`src/rtl/core/rslope_pkg.sv`:
```
`default_nettype none
// ----------------------------------------------------------------------------
// rslope_pkg: shared types and constants for the regression slope block
// Widths of the running sums, datapath command/status bundles and the
// operand and accumulate selects of the shared multiplier.
// ----------------------------------------------------------------------------
package rslope_pkg;

  localparam int unsigned MAX_LEN_DEF = 4096;

  localparam int CNT_W   = 17;  // number of taken samples, up to 65536
  localparam int SMP_W   = 32;  // Q16.16 sample
  localparam int SX_W    = 32;  // sum of positions
  localparam int SXX_W   = 48;  // sum of squared positions
  localparam int SY_W    = 48;  // sum of samples
  localparam int SXY_W   = 64;  // sum of position times sample
  localparam int SLOPE_W = 48;
  localparam int MUL_W   = 33;  // signed multiplier operand
  localparam int PROD_W  = 2 * MUL_W;
  localparam int NUM_W   = 83;  // numerator and denominator accumulators
  localparam int DEN_W   = 64;  // denominator as used by the divider
  localparam int DIV_CNT_W = $clog2(NUM_W + 1);
  localparam int HALF_SHIFT = 24;  // split of 48-bit sums into two halves
  localparam int WORD_SHIFT = 32;  // split of the 64-bit sum into two words

  localparam logic [CNT_W-1:0]   MIN_POINTS  = CNT_W'(2);
  localparam logic [SLOPE_W-1:0] SAT_POS     = 48'h7FFF_FFFF_FFFF;
  localparam logic [SLOPE_W-1:0] SAT_NEG_MAG = 48'h8000_0000_0000;

  typedef enum logic [3:0] {
    MUL_X_Y,
    MUL_X_X,
    MUL_N_SXY_LO,
    MUL_N_SXY_HI,
    MUL_SX_SY_LO,
    MUL_SX_SY_HI,
    MUL_N_SXX_LO,
    MUL_N_SXX_HI,
    MUL_SX_SX
  } mul_sel_t;

  typedef enum logic [3:0] {
    ACC_NONE,
    ACC_XY,
    ACC_SMP,
    ACC_NUM_ADD_LO,
    ACC_NUM_ADD_HI,
    ACC_NUM_SUB_LO,
    ACC_NUM_SUB_HI,
    ACC_DEN_ADD_LO,
    ACC_DEN_ADD_HI,
    ACC_DEN_SUB
  } acc_op_t;

  typedef struct packed {
    logic     load;
    mul_sel_t mul_sel;
    acc_op_t  acc_op;
    logic     acc_clr;
    logic     div_init;
    logic     div_step;
    logic     out_load;
    logic     out_ok;
    logic     clear_sums;
  } dp_cmd_t;

  typedef struct packed {
    logic take;
    logic last;
    logic no_slope;
  } dp_status_t;

endpackage
`default_nettype wire

```
`src/rtl/core/rslope_ctrl.sv`:
```
`default_nettype none
// ----------------------------------------------------------------------------
// rslope_ctrl: regression slope sequencer
// Walks the per-sample accumulate steps, the numerator/denominator build,
// the divider iterations and the result handoff; owns both handshakes.
// ----------------------------------------------------------------------------
module rslope_ctrl (
  input  wire                      clk,
  input  wire                      rst_n,
  input  wire                      in_valid,
  output logic                     in_ready,
  output logic                     out_valid,
  input  wire                      out_ready,
  output rslope_pkg::dp_cmd_t      cmd,
  input  wire rslope_pkg::dp_status_t status
);

  localparam int CntW = rslope_pkg::DIV_CNT_W;

  typedef enum logic [4:0] {
    S_IDLE,
    S_MUL_XY,
    S_ACC_XY,
    S_ACC_SMP,
    S_N_LO,
    S_N_HI,
    S_M_LO,
    S_M_HI,
    S_D_LO,
    S_D_HI,
    S_D_SQ,
    S_D_END,
    S_CHECK,
    S_DIV,
    S_EMIT
  } state_t;

  state_t          state_r, state_nxt;
  logic            last_r, last_nxt;
  logic            bad_r, bad_nxt;
  logic [CntW-1:0] cnt_r, cnt_nxt;
  logic            out_valid_r, out_valid_nxt;

  assign in_ready  = (state_r == S_IDLE);
  assign out_valid = out_valid_r;

  always_comb begin
    state_nxt     = state_r;
    last_nxt      = last_r;
    bad_nxt       = bad_r;
    cnt_nxt       = cnt_r;
    out_valid_nxt = out_valid_r && !out_ready;
    cmd           = '0;
    cmd.mul_sel   = rslope_pkg::MUL_X_Y;
    cmd.acc_op    = rslope_pkg::ACC_NONE;

    unique case (state_r)
      S_IDLE: begin
        if (in_valid) begin
          cmd.load = 1'b1;
          last_nxt = status.last;
          if (status.take) begin
            state_nxt = S_MUL_XY;
          end else if (status.last) begin
            state_nxt = S_N_LO;
          end
        end
      end
      S_MUL_XY: begin
        cmd.mul_sel = rslope_pkg::MUL_X_Y;
        state_nxt   = S_ACC_XY;
      end
      S_ACC_XY: begin
        cmd.acc_op  = rslope_pkg::ACC_XY;
        cmd.mul_sel = rslope_pkg::MUL_X_X;
        state_nxt   = S_ACC_SMP;
      end
      S_ACC_SMP: begin
        cmd.acc_op = rslope_pkg::ACC_SMP;
        state_nxt  = last_r ? S_N_LO : S_IDLE;
      end
      // numerator: n*Sxy - Sx*Sy, denominator: n*Sxx - Sx*Sx, in partial products
      S_N_LO: begin
        cmd.acc_clr = 1'b1;
        cmd.mul_sel = rslope_pkg::MUL_N_SXY_LO;
        state_nxt   = S_N_HI;
      end
      S_N_HI: begin
        cmd.acc_op  = rslope_pkg::ACC_NUM_ADD_LO;
        cmd.mul_sel = rslope_pkg::MUL_N_SXY_HI;
        state_nxt   = S_M_LO;
      end
      S_M_LO: begin
        cmd.acc_op  = rslope_pkg::ACC_NUM_ADD_HI;
        cmd.mul_sel = rslope_pkg::MUL_SX_SY_LO;
        state_nxt   = S_M_HI;
      end
      S_M_HI: begin
        cmd.acc_op  = rslope_pkg::ACC_NUM_SUB_LO;
        cmd.mul_sel = rslope_pkg::MUL_SX_SY_HI;
        state_nxt   = S_D_LO;
      end
      S_D_LO: begin
        cmd.acc_op  = rslope_pkg::ACC_NUM_SUB_HI;
        cmd.mul_sel = rslope_pkg::MUL_N_SXX_LO;
        state_nxt   = S_D_HI;
      end
      S_D_HI: begin
        cmd.acc_op  = rslope_pkg::ACC_DEN_ADD_LO;
        cmd.mul_sel = rslope_pkg::MUL_N_SXX_HI;
        state_nxt   = S_D_SQ;
      end
      S_D_SQ: begin
        cmd.acc_op  = rslope_pkg::ACC_DEN_ADD_HI;
        cmd.mul_sel = rslope_pkg::MUL_SX_SX;
        state_nxt   = S_D_END;
      end
      S_D_END: begin
        cmd.acc_op = rslope_pkg::ACC_DEN_SUB;
        state_nxt  = S_CHECK;
      end
      S_CHECK: begin
        bad_nxt = status.no_slope;
        if (status.no_slope) begin
          state_nxt = S_EMIT;
        end else begin
          cmd.div_init = 1'b1;
          cnt_nxt      = CntW'(rslope_pkg::NUM_W);
          state_nxt    = S_DIV;
        end
      end
      S_DIV: begin
        cmd.div_step = 1'b1;
        cnt_nxt      = cnt_r - CntW'(1);
        if (cnt_r == CntW'(1)) begin
          state_nxt = S_EMIT;
        end
      end
      S_EMIT: begin
        // hold until the output register is free
        if (!out_valid_r || out_ready) begin
          cmd.out_load   = 1'b1;
          cmd.out_ok     = !bad_r;
          cmd.clear_sums = 1'b1;
          out_valid_nxt  = 1'b1;
          state_nxt      = S_IDLE;
        end
      end
      default: begin
        state_nxt = S_IDLE;
      end
    endcase
  end

  always_ff @(posedge clk) begin
    if (!rst_n) begin
      state_r     <= S_IDLE;
      last_r      <= 1'b0;
      bad_r       <= 1'b0;
      cnt_r       <= '0;
      out_valid_r <= 1'b0;
    end else begin
      state_r     <= state_nxt;
      last_r      <= last_nxt;
      bad_r       <= bad_nxt;
      cnt_r       <= cnt_nxt;
      out_valid_r <= out_valid_nxt;
    end
  end

endmodule
`default_nettype wire

```
`config.mk`:
```
export PLATFORM = sky130hd
export DESIGN_NAME = rslope_ctrl
export DESIGN_NICKNAME = d
export VERILOG_FILES = /design/src/rtl/core/rslope_pkg.sv /design/src/rtl/core/rslope_ctrl.sv
export SDC_FILE = /design/constraint.sdc
export NUM_CORES = 1
export LEC_CHECK = 0
export ABC_AREA = 0
export BUFFER_PORTS_ARGS = -buffer_cell sky130_fd_sc_hd__buf_2
export CAP_MARGIN = 25
export CORE_ASPECT_RATIO = 0.9
export CORE_MARGIN = 4
export CORE_UTILIZATION = 51
export CTS_CLUSTER_DIAMETER = 80
export DETAILED_ROUTE_END_ITERATION = 12
export GPL_TIMING_DRIVEN = 1
export PLACE_DENSITY_LB_ADDON = 0.3
export SETUP_SLACK_MARGIN = 0.02
export SYNTH_ARGS = -nofsm -noshare
export SYNTH_HDL_FRONTEND = slang
export SYNTH_SLANG_ARGS = --single-unit
```
`constraint.sdc`:
```
create_clock -name clk -period 1.8 [get_ports clk]
set_clock_uncertainty 0.15 [all_clocks]
set_input_delay 0.09 -clock clk [delete_from_list [all_inputs] [get_ports clk]]
set_output_delay 0.09 -clock clk [all_outputs]
set_load 0.005 [all_outputs]
```
# Yosys cells after proc, flatten, opt, wreduce, memory -nomap -nowiden
# Index checks and enable logic that the tools add are counted.
# word_totals
out_inout_bits,17
wordCells,58
regBits,15
in_bits,7
# op_classes
reduce_logical,10
eq_ne,20
n_addsub,1
muxes,22
# op_table
op,count
one-hot mux 5 bit (15 select lines),1
one-hot mux 4 bit (9 select lines),1
"equality test 5 x 4 -> 1 bit, second input constant",7
one-hot mux 4 bit (8 select lines),1
two-way mux 5 bit,5
"equality test 5 x 3 -> 1 bit, second input constant",4
one-hot mux 7 bit (2 select lines),1
"equality test 5 x 2 -> 1 bit, second input constant",2
two-way mux 3 bit,3
two-way mux 1 bit,8
"!= test 2 bit, second input constant",4
"equality test 7 x 1 -> 1 bit, second input constant",1
two-way mux 7 bit,1
"subtractor 7 x 1 -> 7 bit, second input constant",1
"equality test 5 x 1 -> 1 bit, second input constant",1
logical NOT 5 bit,1
AND reduction 2 bit,2
AND reduction 4 bit,1
logical NOT 1 bit,3
"!= test 3 x 1 -> 1 bit, second input constant",1
two-way mux 2 bit,1
nonzero test 2 bit,1
logical AND 1 bit,1
logical OR 1 bit,1

# Longest topological paths before layout
# depth
word_depth,4
mapped_depth,6
mapped_depth_nobuf,5

# Least setup slack after synthesis
# OpenSTA, ideal clock, no wires.
# synth_path
kind,register -> register
start,register state_r[2]
end,register cnt_r[5]
period_less_slack_ps,1499
required_ps,1585
path_buffers,1
setup_time_ps,65
path_slack_ps,301
stages_incl_launch_ff,6
arrival_ps,1283
path_cell_list,dfxtp_1 > buf_2 > nand4b_4 > nor4_2 > mux2_1 > nor2_1
# synth_between
elab_chain_cells,3
elab_cells_between_ends,6
cone_classes,eq/ne: 3; mux: 1; reduce/logical: 2
# synth_rtl
element,line,text
from (decl),rslope_ctrl.sv:38,"state_t state_r, state_nxt;"
from (signal assigned),rslope_ctrl.sv:163,state_r <= state_nxt;
equality test 5 x 4 -> 1 bit,rslope_ctrl.sv:57,unique case (state_r)
!= test 2 bit (no source line) or nonzero test 2 bit (tied branches),-,
AND reduction 2 bit (no source line),-,
to (signal assigned),rslope_ctrl.sv:166,cnt_r <= cnt_nxt;
to (decl),rslope_ctrl.sv:41,"logic [CntW-1:0] cnt_r, cnt_nxt;"
# Several ways; a longest one is shown, not always the timed one.
# A chain may end at the register's enable or synchronous reset.

==> impl_metrics.toml <==
[status]
outcome = "finished, final reports clean"

[power]
clockPowerShare = 0.190
ir_drop_uv = 655
seq_power_share = 0.351
p_leak_nw = 0.575
switchingPower_mw = 0.449
power.internal_mw = 0.764
power_density_nw_per_um2 = 1030
switching_share = 0.370
combPwrFrac = 0.459
finalPower_mw = 1.21

[floorplanning]
die_x_um = 53.4
core-area_um2 = 1720
die_y_um = 48.9
initial_core_util = 0.551
die_area_um2 = 2610
rows = 14
ios = 24

[setup_path]
worstSetupPathType = "flip-flop to primary output"
critical_path_arrival_ns = 1.45
endpoint_kind = "primary output"
crit_fanout = 8
cpMaxStageDelayCell = "dfxtp_4"
worst_ep_required_time_ns = 1.56
cp-start-kind = "flip-flop"
crit_chain = "buf_4, nor4_4, and2_2, buf_2"
rr_worst_depth = 6
reg2reg_setup_slack_ns = 0.24
critPathMaxStageDelay_ns = 0.39

[synth]
yosys-mux-area-fraction = 0.0437
syn_inst = 117
ys_warn_count = 0
synth_edf_count = 0
synth_top_family_by_area = "simple AND/OR/NAND/NOR gates"
synth_compound_area_frac = 0.239
synth_top_cell_by_area = "dfxtp_1"
synth_top_area_frac = 0.296
synthAdderAreaFrac = 0.0265
syn-num-nets = 126
syn-cell-area_um2 = 946
syn_avg_cell_area_um2 = 8.08
synth_flop_cell = "dfxtp_1"
yosysSeqAreaShare = 0.296
synth_cell_types = 49
yosys-top-cells-area = "dfxtp_1 (30%), nor2_1 (6.7%), a21oi_1 (3.7%)"
synthSimpleGateAreaFrac = 0.299
postSynth.asyncResetShare = 0
ys_ff_latch = 14
synthXorXnorAreaFrac = 0.00926

[cts]
clk_pin_slew_worst_paths_ns = 0.09
clk_latency_ns = 0.29
clockBufferDepth = 2
cts_tree = "yes"
cts-buffers-inserted = 3
cts.sinks = 14
htreeDepth = 1
cts-root-buf = "clkbuf_4"

[drt]
wl_mm = 2.18
first_pass_iters = 4
vias_per_cell = 5.54
ant_nets = 0
wl_per_cell_um = 12.9
num_vias = 936
drc = 0
drt_iter0_markers = 30

[global_routing]
grt_overflow = 0
grt_max_degree = 13
antenna_found_initial = 0
grt_first_pass_wirelength_mm = 3.83
grt.total_usage = 0.190
grt_pass1_vias = 875

[finish]
seqCellArea_um2 = 288
syn_to_final_growth_pct = 25.0
antenna_cells = 0
multi_input_area_um2 = 601
drive_above_1_share = 0.324
finalCoreUtilization = 0.689
layout.nets = 155
final_common_cell = "buf_2"
fillers = 148
final_cell_mix = "buf_2 (23), nor2_1 (17), dfxtp_1 (10)"

[place]
io_buffers = 23
dp_slack_ns = 0.120
hpwl_mm = 1.65
routabilityCongestion = 0.862

[sta]
fin_tns_setup_ns = 0
worst_pin_slew_ns = 0.330
whs_ns = 0.0155
hold_viol = 0
finalCriticalPeriod_ns = 1.69
worst_slack_ns = 0.111
final-setup-viol-count = 0
period_share = 0.938
slew_viol_final = 0
maxSlewHeadroom = 0.780
rsz0062_at_grt = "false"
fmaxAchievable_mhz = 592

[job]
drv_cap = 0

[min_path]
hp-class = "primary input to flip-flop"
worst_hold_path.num_cells = 3
## timing repair
action,CTS,global route
buffers inserted,0,1
gates cloned,0,0
hold buffers,3,0
hold endpoints to repair,5,0
resized for setup,5,3
endpoints found under the setup margin,4,8
pin swaps,0,1
## worst max-delay path, delay by kind of cell, from the launching register on
kind	cells	cell delay, ns
buffers and inverters	2	0.28
and+or+nand+nor	2	0.49
DFF	1	0.39
## power by group through the flow
stage	logic, mW	registers, mW	clock network [mW]
5_1_grt	0.624	0.437	0.256
6_report	0.557	0.426	0.231
2_1_floorplan	0.368	0.381	0
4_1_cts	0.526	0.418	0.235
3_5_place_dp	0.497	0.419	0
3_3_place_gp	0.490	0.414	0
## state kept, by name (all words and copies together) (netlist names)
| signal | cells |
|---|---|
| bad_r | 1 |
| cnt_r | 7 |
| last_r | 1 |
| out_valid | 1 |
| state_r | 4 |
## stage by stage
stage                     instances  instance area [µm²]
after floorplan                 117                  946
after detailed placement        161                 1080
after global routing            169                 1180
after CTS                       168                 1170
final                           169                 1180
after global placement          161                 1080
## path summary, 6_finish.rpt
path / end / start
setup / recovery: cmd[14] / state_r[2]$_SDFFE_PN0P_
hold / removal: bad_r$_SDFFE_PN0N_ / status[0]
setup reg to reg: state_r[3]$_SDFFE_PN0P_ / state_r[2]$_SDFFE_PN0P_
hold reg to reg: cnt_r[2]$_SDFFE_PN0P_ / cnt_r[2]$_SDFFE_PN0P_
## logic make-up (layout without fill, tap and decap cells)
kind of cell               count (synthesis)  after routing
muxes                                      4              4
DFF                                       14             14
and+or+nand+nor                           47             47
xor gates and xnor gates                   1              1
adders and majority gates                  2              2
buffers and inverters                     17             45
AOI/OAI and AO/OA                         32             32
## routing by layer
layer  share of wire  vias to the layer above  GRT usage
met1            0.46                      427      0.252
met4               0                        0     0.0128
met3           0.074                        0     0.0642
met2            0.47                       30      0.308
met5               0                        -          0
li1                -                      479          -
## synth_stat cells (all sizes together), types with 2 or more instances
cell	number
a211oi	2
a21oi	7
and2	3
buf	7
clkbuf	2
dfxtp	14
ha	2
inv	7
mux2i	3
nand2	7
nand4b	2
nor2	17
nor2b	3
nor3	2
nor4	3
o2111ai	2
o21a	2
o21ai	6
o221ai	2
or3	3
## area by class of cell
type / instances / area share
clock buffer: 4 / 0.0307
sequential: 14 / 0.243
inverter: 8 / 0.0254
tap: 24 / 0.0254
multi-input combinational: 86 / 0.508
timing repair buffer: 33 / 0.167
No activity file was read; power rests on OpenSTA's default activity.
